File: config.mk
export PLATFORM = sky130hd
export DESIGN_NAME = rect_fill_queue_with_dirty_box_top
export DESIGN_NICKNAME = d
export VERILOG_FILES = /design/src/hw/rtl/rfq_pkg.sv /design/src/hw/rtl/rect_fill_queue_with_dirty_box_top.sv
export SDC_FILE = /design/constraint.sdc
export NUM_CORES = 2
export LEC_CHECK = 0
export BUFFER_PORTS_ARGS = -buffer_cell sky130_fd_sc_hd__buf_2
export CAP_MARGIN = 20
export CORE_MARGIN = 5
export CORE_UTILIZATION = 55
export DETAILED_ROUTE_END_ITERATION = 8
export HOLD_SLACK_MARGIN = 0.06
export PLACE_DENSITY = 0.81
export REMOVE_ABC_BUFFERS = 1
export SYNTH_ARGS = -nofsm -noshare
export SYNTH_HDL_FRONTEND = slang
export SYNTH_SLANG_ARGS = --single-unit
File: constraint.sdc
create_clock -name clock -period 12.7 [get_ports clock]
set_input_delay 3.175 -clock clock [delete_from_list [all_inputs] [get_ports clock]]
set_output_delay 3.175 -clock clock [all_outputs]
set_load 0.1 [all_outputs]
File: src/hw/rtl/rfq_pkg.sv
// shared types and codes for the rectangle fill queue
package rfq_pkg;

   localparam int QueueDepthDefault  = 16;
   localparam int TargetCountDefault = 2;

   localparam int CoordW = 12;
   localparam int CountW = 25;

   // register indexes on the csr port
   localparam logic [2:0] CSR_FIRST_WIDTH   = 3'd0;
   localparam logic [2:0] CSR_FIRST_HEIGHT  = 3'd1;
   localparam logic [2:0] CSR_SECOND_WIDTH  = 3'd2;
   localparam logic [2:0] CSR_SECOND_HEIGHT = 3'd3;
   localparam logic [2:0] CSR_ENABLE_MASK   = 3'd4;

   typedef enum logic {
      OP_ENQUEUE = 1'b0,
      OP_DRAIN   = 1'b1
   } op_type;

   typedef enum logic [1:0] {
      KIND_FILL       = 2'd0,
      KIND_INVALIDATE = 2'd1,
      KIND_DONE       = 2'd2
   } kind_type;

   typedef enum logic [2:0] {
      ST_IDLE,
      ST_CHECK,
      ST_CLIP,
      ST_MULT,
      ST_EMIT,
      ST_INVAL,
      ST_STATUS
   } state_type;

   // one queued command
   typedef struct packed {
      logic        target;
      logic [15:0] color;
      logic [15:0] left;
      logic [15:0] top;
      logic [14:0] width;
      logic [14:0] height;
   } entry_type;

   typedef struct packed {
      logic [CoordW-1:0] left;
      logic [CoordW-1:0] top;
      logic [CoordW-1:0] right;
      logic [CoordW-1:0] bottom;
   } box_type;

   typedef struct packed {
      kind_type          kind;
      logic              target;
      box_type           box;
      logic [15:0]       color;
      logic [CountW-1:0] count;
      logic [5:0]        pending;
      logic [31:0]       dropped;
      logic              last;
   } rsp_type;

endpackage

File: src/hw/rtl/rect_fill_queue_with_dirty_box_top.sv
// ring queue of rectangle fill commands with clipping and dirty box tracking
//
//   channel | direction | handshake            | beat
//   req     | in        | req_valid/req_ready  | enqueue or drain command
//   rsp     | out       | rsp_valid/rsp_ready  | fill, invalidate or drain status
//   csr     | in        | csr_write_en         | one register write, no wait
//
// req_ready is high only while the block is idle, so commands are taken only there.
// a drain steps through memory read, clip, multiply and emit for each popped
// command, only read and clip for a discarded one, and at the end a final
// check, one invalidate step per target and status, then returns to idle.
// the command memory port and the single result register set these steps.
// a stalled rsp side holds the sequencer in its emit, invalidate or status
// state; nothing is lost.
// synchronous reset empties the ring and clears the dropped counter, dirty flags and csrs.
module rect_fill_queue_with_dirty_box_top #(
   parameter int QUEUE_DEPTH  = rfq_pkg::QueueDepthDefault,
   parameter int TARGET_COUNT = rfq_pkg::TargetCountDefault
) (
   input  logic                clock,
   input  logic                reset,
   // command channel
   input  logic                req_valid,
   output logic                req_ready,
   input  logic                req_opcode,
   input  logic [1:0]          req_target_index,
   input  logic signed [15:0]  req_left,
   input  logic signed [15:0]  req_top,
   input  logic [14:0]         req_rect_width,
   input  logic [14:0]         req_rect_height,
   input  logic [15:0]         req_fill_color,
   input  logic [31:0]         req_pixel_budget,
   // result channel
   output logic                rsp_valid,
   input  logic                rsp_ready,
   output logic [1:0]          rsp_result_kind,
   output logic                rsp_out_target,
   output logic [11:0]         rsp_box_left,
   output logic [11:0]         rsp_box_top,
   output logic [11:0]         rsp_box_right,
   output logic [11:0]         rsp_box_bottom,
   output logic [15:0]         rsp_out_color,
   output logic [24:0]         rsp_pixel_count,
   output logic [5:0]          rsp_pending_count,
   output logic [31:0]         rsp_dropped_count,
   output logic                rsp_last,
   // register write port
   input  logic                csr_write_en,
   input  logic [2:0]          csr_index,
   input  logic [11:0]         csr_wdata
);
   import rfq_pkg::*;

   localparam int PtrW = $clog2(QUEUE_DEPTH);

   // command memory
   entry_type mem [QUEUE_DEPTH];
   logic            mem_we;
   logic [PtrW-1:0] mem_waddr;
   entry_type       mem_wdata;
   logic            mem_re;
   entry_type       rd_ff;

   state_type       state_ff, state_in;
   logic [PtrW-1:0] head_ff, head_in;
   logic [PtrW-1:0] tail_ff, tail_in;
   logic [31:0]     drop_ff, drop_in;
   logic [1:0]      dirty_ff, dirty_in;
   box_type         dbox_ff [2];
   box_type         dbox_in [2];
   logic [11:0]     tw_ff [2];
   logic [11:0]     tw_in [2];
   logic [11:0]     th_ff [2];
   logic [11:0]     th_in [2];
   logic [1:0]      en_ff, en_in;
   logic [31:0]     budget_ff, budget_in;
   logic [31:0]     spent_ff, spent_in;
   box_type         box_ff, box_in;
   logic            tgt_ff, tgt_in;
   logic [15:0]     color_ff, color_in;
   logic [CountW-1:0] count_ff, count_in;
   logic            inv_ff, inv_in;
   logic            rsp_valid_ff, rsp_valid_in;
   rsp_type         rsp_ff, rsp_in;

   // clip datapath on the word read from memory
   logic signed [17:0] cx0, cy0, cx1, cy1, limx, limy, x0c, y0c, x1c, y1c;
   logic               clip_empty;
   // multiply and spend
   logic [12:0]        dx, dy;
   logic [25:0]        prod;
   logic [32:0]        spent_sum;
   // ring helpers
   logic [PtrW-1:0]    head_next, tail_next;
   logic [PtrW:0]      pend_w;
   logic               slot_free;
   logic               req_take;
   logic               enq_ok;

   assign head_next = (head_ff == PtrW'(QUEUE_DEPTH - 1)) ? '0 : head_ff + 1'b1;
   assign tail_next = (tail_ff == PtrW'(QUEUE_DEPTH - 1)) ? '0 : tail_ff + 1'b1;
   assign pend_w    = (head_ff >= tail_ff)
                      ? ({1'b0, head_ff} - {1'b0, tail_ff})
                      : ({1'b0, head_ff} + (PtrW + 1)'(QUEUE_DEPTH) - {1'b0, tail_ff});

   assign slot_free = !rsp_valid_ff || rsp_ready;
   assign req_ready = (state_ff == ST_IDLE);
   assign req_take  = req_valid && req_ready;
   assign enq_ok    = ({1'b0, req_target_index} < 3'(TARGET_COUNT))
                      && (req_rect_width != '0) && (req_rect_height != '0);

   always_comb begin
      cx0  = $signed({{2{rd_ff.left[15]}}, rd_ff.left});
      cy0  = $signed({{2{rd_ff.top[15]}}, rd_ff.top});
      cx1  = cx0 + $signed({3'b000, rd_ff.width}) - 18'sd1;
      cy1  = cy0 + $signed({3'b000, rd_ff.height}) - 18'sd1;
      limx = $signed({6'b0, tw_ff[rd_ff.target]}) - 18'sd1;
      limy = $signed({6'b0, th_ff[rd_ff.target]}) - 18'sd1;
      x0c  = (cx0 < 18'sd0) ? 18'sd0 : cx0;
      y0c  = (cy0 < 18'sd0) ? 18'sd0 : cy0;
      x1c  = (cx1 > limx) ? limx : cx1;
      y1c  = (cy1 > limy) ? limy : cy1;
      clip_empty = (x1c < x0c) || (y1c < y0c);
   end

   assign dx        = {1'b0, box_ff.right} - {1'b0, box_ff.left} + 13'd1;
   assign dy        = {1'b0, box_ff.bottom} - {1'b0, box_ff.top} + 13'd1;
   assign prod      = dx * dy;
   assign spent_sum = {1'b0, spent_ff} + 33'(count_ff);

   always_comb begin
      state_in     = state_ff;
      head_in      = head_ff;
      tail_in      = tail_ff;
      drop_in      = drop_ff;
      dirty_in     = dirty_ff;
      dbox_in      = dbox_ff;
      tw_in        = tw_ff;
      th_in        = th_ff;
      en_in        = en_ff;
      budget_in    = budget_ff;
      spent_in     = spent_ff;
      box_in       = box_ff;
      tgt_in       = tgt_ff;
      color_in     = color_ff;
      count_in     = count_ff;
      inv_in       = inv_ff;
      rsp_valid_in = rsp_valid_ff && !rsp_ready;
      rsp_in       = rsp_ff;
      mem_we       = 1'b0;
      mem_waddr    = head_ff;
      mem_wdata    = '0;
      mem_re       = 1'b0;

      if (csr_write_en) begin
         unique case (csr_index)
            CSR_FIRST_WIDTH:   tw_in[0] = csr_wdata;
            CSR_FIRST_HEIGHT:  th_in[0] = csr_wdata;
            CSR_SECOND_WIDTH:  tw_in[1] = csr_wdata;
            CSR_SECOND_HEIGHT: th_in[1] = csr_wdata;
            CSR_ENABLE_MASK:   en_in    = csr_wdata[1:0];
            default: ;
         endcase
      end

      unique case (state_ff)
         ST_IDLE: begin
            if (req_take) begin
               if (req_opcode == OP_ENQUEUE) begin
                  if (enq_ok) begin
                     mem_we           = 1'b1;
                     mem_wdata.target = req_target_index[0];
                     mem_wdata.color  = req_fill_color;
                     mem_wdata.left   = req_left;
                     mem_wdata.top    = req_top;
                     mem_wdata.width  = req_rect_width;
                     mem_wdata.height = req_rect_height;
                     head_in          = head_next;
                     // full ring: the oldest command goes
                     if (head_next == tail_ff) begin
                        tail_in = tail_next;
                        drop_in = drop_ff + 32'd1;
                     end
                  end
               end else begin
                  budget_in = req_pixel_budget;
                  spent_in  = '0;
                  state_in  = ST_CHECK;
               end
            end
         end
         ST_CHECK: begin
            if ((tail_ff != head_ff) && (spent_ff < budget_ff)) begin
               mem_re   = 1'b1;
               tail_in  = tail_next;
               state_in = ST_CLIP;
            end else begin
               inv_in   = 1'b0;
               state_in = ST_INVAL;
            end
         end
         ST_CLIP: begin
            if (!en_ff[rd_ff.target] || clip_empty) begin
               state_in = ST_CHECK;
            end else begin
               box_in.left   = x0c[11:0];
               box_in.top    = y0c[11:0];
               box_in.right  = x1c[11:0];
               box_in.bottom = y1c[11:0];
               tgt_in        = rd_ff.target;
               color_in      = rd_ff.color;
               state_in      = ST_MULT;
            end
         end
         ST_MULT: begin
            count_in = prod[CountW-1:0];
            state_in = ST_EMIT;
         end
         ST_EMIT: begin
            if (slot_free) begin
               rsp_valid_in  = 1'b1;
               rsp_in        = '0;
               rsp_in.kind   = KIND_FILL;
               rsp_in.target = tgt_ff;
               rsp_in.box    = box_ff;
               rsp_in.color  = color_ff;
               rsp_in.count  = count_ff;
               spent_in      = spent_sum[32] ? 32'hFFFF_FFFF : spent_sum[31:0];
               if (!dirty_ff[tgt_ff]) begin
                  dbox_in[tgt_ff]  = box_ff;
                  dirty_in[tgt_ff] = 1'b1;
               end else begin
                  if (box_ff.left < dbox_ff[tgt_ff].left)
                     dbox_in[tgt_ff].left = box_ff.left;
                  if (box_ff.top < dbox_ff[tgt_ff].top)
                     dbox_in[tgt_ff].top = box_ff.top;
                  if (box_ff.right > dbox_ff[tgt_ff].right)
                     dbox_in[tgt_ff].right = box_ff.right;
                  if (box_ff.bottom > dbox_ff[tgt_ff].bottom)
                     dbox_in[tgt_ff].bottom = box_ff.bottom;
               end
               state_in = ST_CHECK;
            end
         end
         ST_INVAL: begin
            // a dirty but disabled target keeps its box
            if (dirty_ff[inv_ff] && en_ff[inv_ff] && !slot_free) begin
               state_in = ST_INVAL;
            end else begin
               if (dirty_ff[inv_ff] && en_ff[inv_ff]) begin
                  rsp_valid_in     = 1'b1;
                  rsp_in           = '0;
                  rsp_in.kind      = KIND_INVALIDATE;
                  rsp_in.target    = inv_ff;
                  rsp_in.box       = dbox_ff[inv_ff];
                  dirty_in[inv_ff] = 1'b0;
               end
               if (inv_ff == 1'(TARGET_COUNT - 1)) begin
                  state_in = ST_STATUS;
               end else begin
                  inv_in = inv_ff + 1'b1;
               end
            end
         end
         ST_STATUS: begin
            if (slot_free) begin
               rsp_valid_in   = 1'b1;
               rsp_in         = '0;
               rsp_in.kind    = KIND_DONE;
               rsp_in.pending = 6'(pend_w);
               rsp_in.dropped = drop_ff;
               rsp_in.last    = 1'b1;
               state_in       = ST_IDLE;
            end
         end
         default: state_in = ST_IDLE;
      endcase
   end

   always_ff @(posedge clock) begin
      if (mem_we) begin
         mem[mem_waddr] <= mem_wdata;
      end
      if (mem_re) begin
         rd_ff <= mem[tail_ff];
      end
   end

   always_ff @(posedge clock) begin
      if (reset) begin
         state_ff     <= ST_IDLE;
         head_ff      <= '0;
         tail_ff      <= '0;
         drop_ff      <= '0;
         dirty_ff     <= '0;
         tw_ff[0]     <= '0;
         tw_ff[1]     <= '0;
         th_ff[0]     <= '0;
         th_ff[1]     <= '0;
         en_ff        <= '0;
         inv_ff       <= 1'b0;
         rsp_valid_ff <= 1'b0;
      end else begin
         state_ff     <= state_in;
         head_ff      <= head_in;
         tail_ff      <= tail_in;
         drop_ff      <= drop_in;
         dirty_ff     <= dirty_in;
         tw_ff        <= tw_in;
         th_ff        <= th_in;
         en_ff        <= en_in;
         inv_ff       <= inv_in;
         rsp_valid_ff <= rsp_valid_in;
      end
   end

   // datapath and payload, no reset needed
   always_ff @(posedge clock) begin
      dbox_ff   <= dbox_in;
      budget_ff <= budget_in;
      spent_ff  <= spent_in;
      box_ff    <= box_in;
      tgt_ff    <= tgt_in;
      color_ff  <= color_in;
      count_ff  <= count_in;
      rsp_ff    <= rsp_in;
   end

   assign rsp_valid         = rsp_valid_ff;
   assign rsp_result_kind   = rsp_ff.kind;
   assign rsp_out_target    = rsp_ff.target;
   assign rsp_box_left      = rsp_ff.box.left;
   assign rsp_box_top       = rsp_ff.box.top;
   assign rsp_box_right     = rsp_ff.box.right;
   assign rsp_box_bottom    = rsp_ff.box.bottom;
   assign rsp_out_color     = rsp_ff.color;
   assign rsp_pixel_count   = rsp_ff.count;
   assign rsp_pending_count = rsp_ff.pending;
   assign rsp_dropped_count = rsp_ff.dropped;
   assign rsp_last          = rsp_ff.last;

endmodule

# Yosys cells after proc, flatten, opt, wreduce, memory -nomap -nowiden
# Memories as Yosys holds them, arrays and structs flattened. A register that Yosys moved wholly into a read port is not among the register bits.
# Cells that the tools add are included.
dict set report word_totals {
  ff_bits 478
  ram_bits 1264
  input_bits 133
  output_inout_bits 133
  n_memories 1
}
# memory depth word_bits read_ports rd_ports_with_merged_regs wr line_no
set mem_list {}
lappend mem_list {mem 16 79 1 1 1 rect_fill_queue_with_dirty_box_top.sv:57} ;# entry_type mem [QUEUE_DEPTH];
dict set report classes {
  n_reduce_logical 43
  n_mux 110
  n_mul 1
  add_sub_neg 18
  magnitude_cmp 22
  bitwise 8
  eq_ne 27
}
# op n
set op_table {}
lappend op_table {{$mux W96} 14}
lappend op_table {{$mux W131} 4}
lappend op_table {{$bwmux W96} 5}
lappend op_table {{$pmux W131 S3} 1}
lappend op_table {{$mux W48} 8}
lappend op_table {{$mux W79} 4}
lappend op_table {{$demux W48 S1} 5}
lappend op_table {{$mux W32} 4}
lappend op_table {{$mux W12} 7}
lappend op_table {{$mux W18} 4}
lappend op_table {{$pmux W32 S2} 1}
lappend op_table {{$gt A18 B13 Y1} 2}
lappend op_table {{$lt A18 B18 Y1} 2}
lappend op_table {{$mux W36} 1}
lappend op_table {{$sub A17 B2 Y18 const B} 2}
lappend op_table {{$add A16 B16 Y17} 2}
lappend op_table {{$add A32 B25 Y33} 1}
lappend op_table {{$add A32 B1 Y32 const B} 1}
lappend op_table {{$lt A16 B1 Y1 const B} 2}
lappend op_table {{$lt A32 B32 Y1} 1}
lappend op_table {{$reduce_bool A15 Y1} 2}
lappend op_table {{$mux W4} 7}
lappend op_table {{$add A13 B1 Y13 const B} 2}
lappend op_table {{$sub A12 B1 Y13 const B} 2}
lappend op_table {{other kinds (51)} 145}

# Longest topological paths before layout
dict set report depth {
  ltp_word 23
  ltp_mapped 34
}

# Least setup slack after synthesis
# OpenSTA, ideal clock, no wires.
dict set report synth_path {
  path_type {flip-flop to flip-flop}
  start {register, netlist name rd_ff[78]}
  end {register box_ff[0] (netlist name) (enable)}
  required_time_ns 12.051
  arrival_ns 12.008
  stages_incl_launch_ff 27
  setup_slack_ns 0.043
  cell_sequence {edfxtp_1 > buf_2 > buf_1 > mux2i_1 > ha_1 > o21ai_0 > or2_2 > nor4_1 > inv_1 > ha_1 > a21o_1 > a211oi_1 > nand2_1 > a2111oi_4 > nor2_1 > clkbuf_1 > nor2_1 > a21oi_1 > ha_1 > nand4_1 > nor4_1 > and2_1 > a21oi_1 > mux2i_1 > nor3_1 > o31a_1 > nor4_1}
}
dict set report synth_via {
  elab_chain_cells 12
}
# item line_no
set synth_rtl {}
lappend synth_rtl {{$not A1 Y2 (implied by the code) *} rect_fill_queue_with_dirty_box_top.sv:118} ;# limy = $signed({6'b0, th_ff[rd_ff.target]}) - 18'sd1;
lappend synth_rtl {{$mux W12 (implied by the code) * (3 in a row)} rect_fill_queue_with_dirty_box_top.sv:118}
lappend synth_rtl {{$sub A12 B1 Y13 *} rect_fill_queue_with_dirty_box_top.sv:118}
lappend synth_rtl {{$gt A18 B13 Y1} rect_fill_queue_with_dirty_box_top.sv:122} ;# y1c = (cy1 > limy) ? limy : cy1;
lappend synth_rtl {{$mux W18 *} rect_fill_queue_with_dirty_box_top.sv:122}
lappend synth_rtl {{net y1c[8]} rect_fill_queue_with_dirty_box_top.sv:87} ;# logic signed [17:0] cx0, cy0, cx1, cy1, limx, limy, x0c, y0c, x1c, y1c;
lappend synth_rtl {{$lt A18 B18 Y1 *} rect_fill_queue_with_dirty_box_top.sv:123} ;# clip_empty = (x1c < x0c) || (y1c < y0c);
lappend synth_rtl {{$logic_or A1 B1 Y1 *} rect_fill_queue_with_dirty_box_top.sv:123}
lappend synth_rtl {{$logic_or A1 B1 Y1 *} rect_fill_queue_with_dirty_box_top.sv:203} ;# if (!en_ff[rd_ff.target] || clip_empty) begin
lappend synth_rtl {{$not A1 Y1 (no line) *} n/a}
lappend synth_rtl {{$reduce_and A2 Y1 (no line) *} n/a}
lappend synth_rtl {{end signal: assignment} rect_fill_queue_with_dirty_box_top.sv:322} ;# box_ff <= box_in;
lappend synth_rtl {{end: declaration} rect_fill_queue_with_dirty_box_top.sv:78} ;# box_type box_ff, box_in;
# The timed path passes the listed nets; every way through them passes the cells marked *. The select of a mux whose other input is x is not followed.
# A chain may end at the register's enable or synchronous reset.

# Worst setup path in the final report
dict set report layout_path {
  start {register, netlist name rd_ff[78]}
  end {register box_ff[44] (netlist name) (enable)}
}
dict set report layout_via {
  elab_chain_cells 12
}
# item line_no
set layout_rtl {}
lappend layout_rtl {{$not A1 Y2 (implied by the code)} {rect_fill_queue_with_dirty_box_top.sv:117, rect_fill_queue_with_dirty_box_top.sv:118}}
lappend layout_rtl {{$mux W12 (on tied branches) (3 in a row)} {rect_fill_queue_with_dirty_box_top.sv:117, rect_fill_queue_with_dirty_box_top.sv:118}}
lappend layout_rtl {{$sub A12 B1 Y13 (on tied branches)} {rect_fill_queue_with_dirty_box_top.sv:117, rect_fill_queue_with_dirty_box_top.sv:118}}
lappend layout_rtl {{$gt A18 B13 Y1 (on tied branches)} {rect_fill_queue_with_dirty_box_top.sv:121, rect_fill_queue_with_dirty_box_top.sv:122}}
lappend layout_rtl {{$mux W18 (on tied branches)} {rect_fill_queue_with_dirty_box_top.sv:121, rect_fill_queue_with_dirty_box_top.sv:122}}
lappend layout_rtl {{$lt A18 B18 Y1} rect_fill_queue_with_dirty_box_top.sv:123}
lappend layout_rtl {{$logic_or A1 B1 Y1} rect_fill_queue_with_dirty_box_top.sv:123}
lappend layout_rtl {{$logic_or A1 B1 Y1 *} rect_fill_queue_with_dirty_box_top.sv:203}
lappend layout_rtl {{$not A1 Y1 (no line) *} n/a}
lappend layout_rtl {{$reduce_and A2 Y1 (no line) *} n/a}
# Every way passes the cells marked *; elsewhere a longest branch is shown, timed or not. The select of a mux whose other input is x is not followed.

==> results.txt <==
The wire length of the first global-routing pass is 320.1 mm. The layout overhead on the synthesized area came out at 11.64%. The worst max-slew margin expressed relative to the limit is 19.92%.

Cells fill 61.80% of the core in the end. For this design, the CTS-stage hold fixing added 0 buffers. The post-route antenna net violation count is 0. The H-tree generated during clock tree synthesis spans 4 levels. The total setup buffers inserted after CTS is 0.

The fraction of layout cells with a size suffix above 1 is 18.42%. The sequential area share after synthesis is 63.73%. The synthesized area per cell came out at 15.74 um^2. The most common cell after layout, fill and taps aside is sky130_fd_sc_hd__edfxtp_1. The floorplan die area came out at 0.1610 mm^2. The detailed placement HPWL came out at 128.8 mm.

The maximum buffer depth of the clock tree is 3. Among all flip-flop cells after synthesis, the most frequent one is sky130_fd_sc_hd__edfxtp_1. The number of antenna violations at the first check in global routing is 27. For this run, the detailed router's first-pass iteration total came to 5. The warning count from the yosys run is 0. The path class of the tightest hold or removal check is reg -> reg. After layout, the minimum clock period comes to 8413 ps. The run finished with clean final reports.

The number of max-capacitance violations reported is 0. The number of placement rows is 143. The final weighted congestion of routability-driven global placement came out at 0.8960. At the later pin of the worst-skew pair, clock insertion delay measures 830 ps.

In the layout the commonest cells are 1722 x sky130_fd_sc_hd__edfxtp_1, 395 x sky130_fd_sc_hd__mux4_2, 388 x sky130_fd_sc_hd__inv_1. Along the worst path, the maximum fanout reaches 60. The via count is 48480. After clock tree synthesis, the clock-pin slew on the worst setup and hold paths is 70 ps. The chip height is 401.2 um. The number of pins with negative max-slew slack in the final report is 0. The number of global-route vias before repair came to 49710.

The number of vias per cell is 6.167. In this run, post-CTS repair resized a total of 0 instances. Summing every instance area after synthesis gives 0.08418 mm^2. The average wire per cell in the routed design is 27.49 um. The slowest cell on the critical path is sky130_fd_sc_hd__a2111oi_4. The total grt overflow is 0.

The data arrival time at the worst-slack endpoint came out at 8810 ps. The layout net count is 6275. The number of enable flip-flop cells after synthesis is 1722.

After synthesis, the netlist uses 77 different library cells. The largest net degree at the start of global routing came out at 83. STA classifies the critical path startpoint as a flip-flop. TritonCTS created 179 clock buffers. The worst hold-check slack came out at 418.6 ps.

The cell occurring most often along the worst timing path is sky130_fd_sc_hd__ha_1. The maximum vdd drop came out at 0.1523 mV. The share of the clock period used by the worst path is 66.24%.

The endpoint required time on the critical path is 13090 ps. For the final routed database, the setup TNS stands at 0 ps. The number of primary I/O pins came out at 266.

The number of filler instances in the final layout is 10760. The number of design rule violations left after detail routing is 0. The design area came out at 0.09399 mm^2. The worst setup skew after layout came out at 76.37 ps. The starting density of the core came out at 55.35%. The total placed instance area is 0.08811 mm^2. The analysis attributes to cell leakage a power of 34.49 nW. The count of input and output buffers is 264.

The routed wire length came out at 216.1 mm. The clock tree root driver cell is sky130_fd_sc_hd__clkbuf_16. The die is 401.2 um wide. The global routing usage summed across all routing layers is 26.64%. The synthesized instance count came out at 5347. TritonCTS built the clock tree. The CTS sink count came out at 1819. Setup violations remaining at the end of the flow were counted as 0. The area of the core is 0.1521 mm^2.

The share of synthesized registers carrying an async set or reset is 0%. The flop and latch count out of synthesis came out at 1819. The worst-margin pin slew is 1201 ps.

In this design, the stage delay of the slowest critical-path cell is 720 ps. The top achievable clock speed came out at 118.9 MHz. Setup repair after global routing left no endpoint under its margin. In this run the power density over the cells is 133.0 mW/mm^2. The final hold violation count came out at 0.

The detailed router finished its first iteration with 5756 violations. The worst setup path is of the reg -> reg kind. The kind of end point of the critical path is a flip-flop.
[critical path: cells and delay by family, from the launching register on]
kind | cells | cell delay [ps]
AO/OA/AOI/OAI | 7 | 1610
adder cells (fa/ha/maj) | 3 | 990
flip-flops | 1 | 320
AND/OR/NAND/NOR | 10 | 2940
buffers and inverters | 3 | 1430
multiplexers | 2 | 660
[final cells by class]
type / instances / area [um^2] / area share [%]
flip-flops and latches: 1819 / 53670 / 57.10
multi-input cells: 2914 / 28370 / 30.19
clock buffers: 224 / 4678 / 4.978
well taps: 2030 / 2540 / 2.702
repair buffers: 362 / 2091 / 2.225
inverters: 389 / 1465 / 1.559
clock inverters: 105 / 1130 / 1.202
diodes: 18 / 45.04 / 0.04793
[report_power, final]
part | switching [W] | internal (W) | total [W]
registers | 0.0000297 | 0.00657 | 0.00660
clock network | 0.00234 | 0.00291 | 0.00525
logic | 0.000400 | 0.000252 | 0.000653
total | 0.00277 | 0.00973 | 0.0125
[flip-flops by register name (all words and copies together), names as in the netlist, 5 cells and up]
register,count
rd_ff,47
count_ff,25
mem,1264
budget_ff,32
box_ff,48
rsp_out_color,16
cy0,16
rsp_box_right,12
dbox_ff,96
rsp_box_left,12
tw_ff,24
rsp_pending_count,5
rsp_dropped_count,32
rsp_box_bottom,12
th_ff,24
rsp_pixel_count,25
rsp_box_top,12
cx0,16
color_ff,16
spent_ff,32
drop_ff,32
[routing by layer]
layer | GRT usage (%) | share of wire [%]
met3 | 6.259 | 10
met4 | 10.32 | 4.3
met2 | 44.25 | 49
met5 | 0 | 0.021
met1 | 34.40 | 36
[synthesized netlist by cell type (35+ instances only)]
cell	instances	area [um^2]
sky130_fd_sc_hd__fa_1	126	2522
sky130_fd_sc_hd__nor2_1	223	837.1
sky130_fd_sc_hd__nor3_1	88	440.4
sky130_fd_sc_hd__dfxtp_1	97	1942
sky130_fd_sc_hd__buf_1	43	161.4
sky130_fd_sc_hd__o21ai_0	135	675.7
sky130_fd_sc_hd__mux2i_1	221	2212
sky130_fd_sc_hd__clkbuf_1	168	630.6
sky130_fd_sc_hd__o21a_1	35	262.8
sky130_fd_sc_hd__edfxtp_1	1722	51710
sky130_fd_sc_hd__ha_1	351	4392
sky130_fd_sc_hd__nand2_1	372	1396
sky130_fd_sc_hd__xor2_1	69	604.3
sky130_fd_sc_hd__a21o_1	68	510.5
sky130_fd_sc_hd__mux4_2	395	8896
sky130_fd_sc_hd__a21oi_1	207	1036
sky130_fd_sc_hd__nand3_1	40	200.2
sky130_fd_sc_hd__and3_1	61	381.6
sky130_fd_sc_hd__xnor2_1	70	613.1
sky130_fd_sc_hd__and2_1	174	1089
sky130_fd_sc_hd__inv_1	388	1456
[final timing paths]
check                 start          end  slack, ps  cells after the start
setup / recovery  rd_ff[78]   box_ff[44]       4290                     25
setup reg to reg  rd_ff[78]   box_ff[44]       4290                     25
hold reg to reg   rd_ff[66]  color_ff[4]        420                      0
hold / removal    rd_ff[66]  color_ff[4]        420                      0
[kinds of logic (layout without fill, tap and decap cells)]
| family | after synthesis | after routing | synth area share, % |
|---|---|---|---|
| AO/OA/AOI/OAI | 574 | 574 | 4.225 |
| adder cells (fa/ha/maj) | 477 | 477 | 8.213 |
| other | 1 | 19 | 0.004455 |
| multiplexers | 622 | 622 | 13.28 |
| flip-flops | 1819 | 1819 | 63.73 |
| XOR/XNOR | 139 | 139 | 1.446 |
| buffers and inverters | 614 | 1080 | 2.775 |
| AND/OR/NAND/NOR | 1101 | 1101 | 6.330 |
[through the flow]
stage          worst slack [ps]  power (W)  std cells
4_1_cts                    4392    0.01257       7842
5_1_grt                    3706    0.01292       7848
3_5_place_dp               4464   0.007366       7513
2_1_floorplan             -5219   0.007234       5122
3_3_place_gp               4641   0.007344       7511
6_report                   4287    0.01250       7861
No activity file was read; power rests on OpenSTA's default activity.
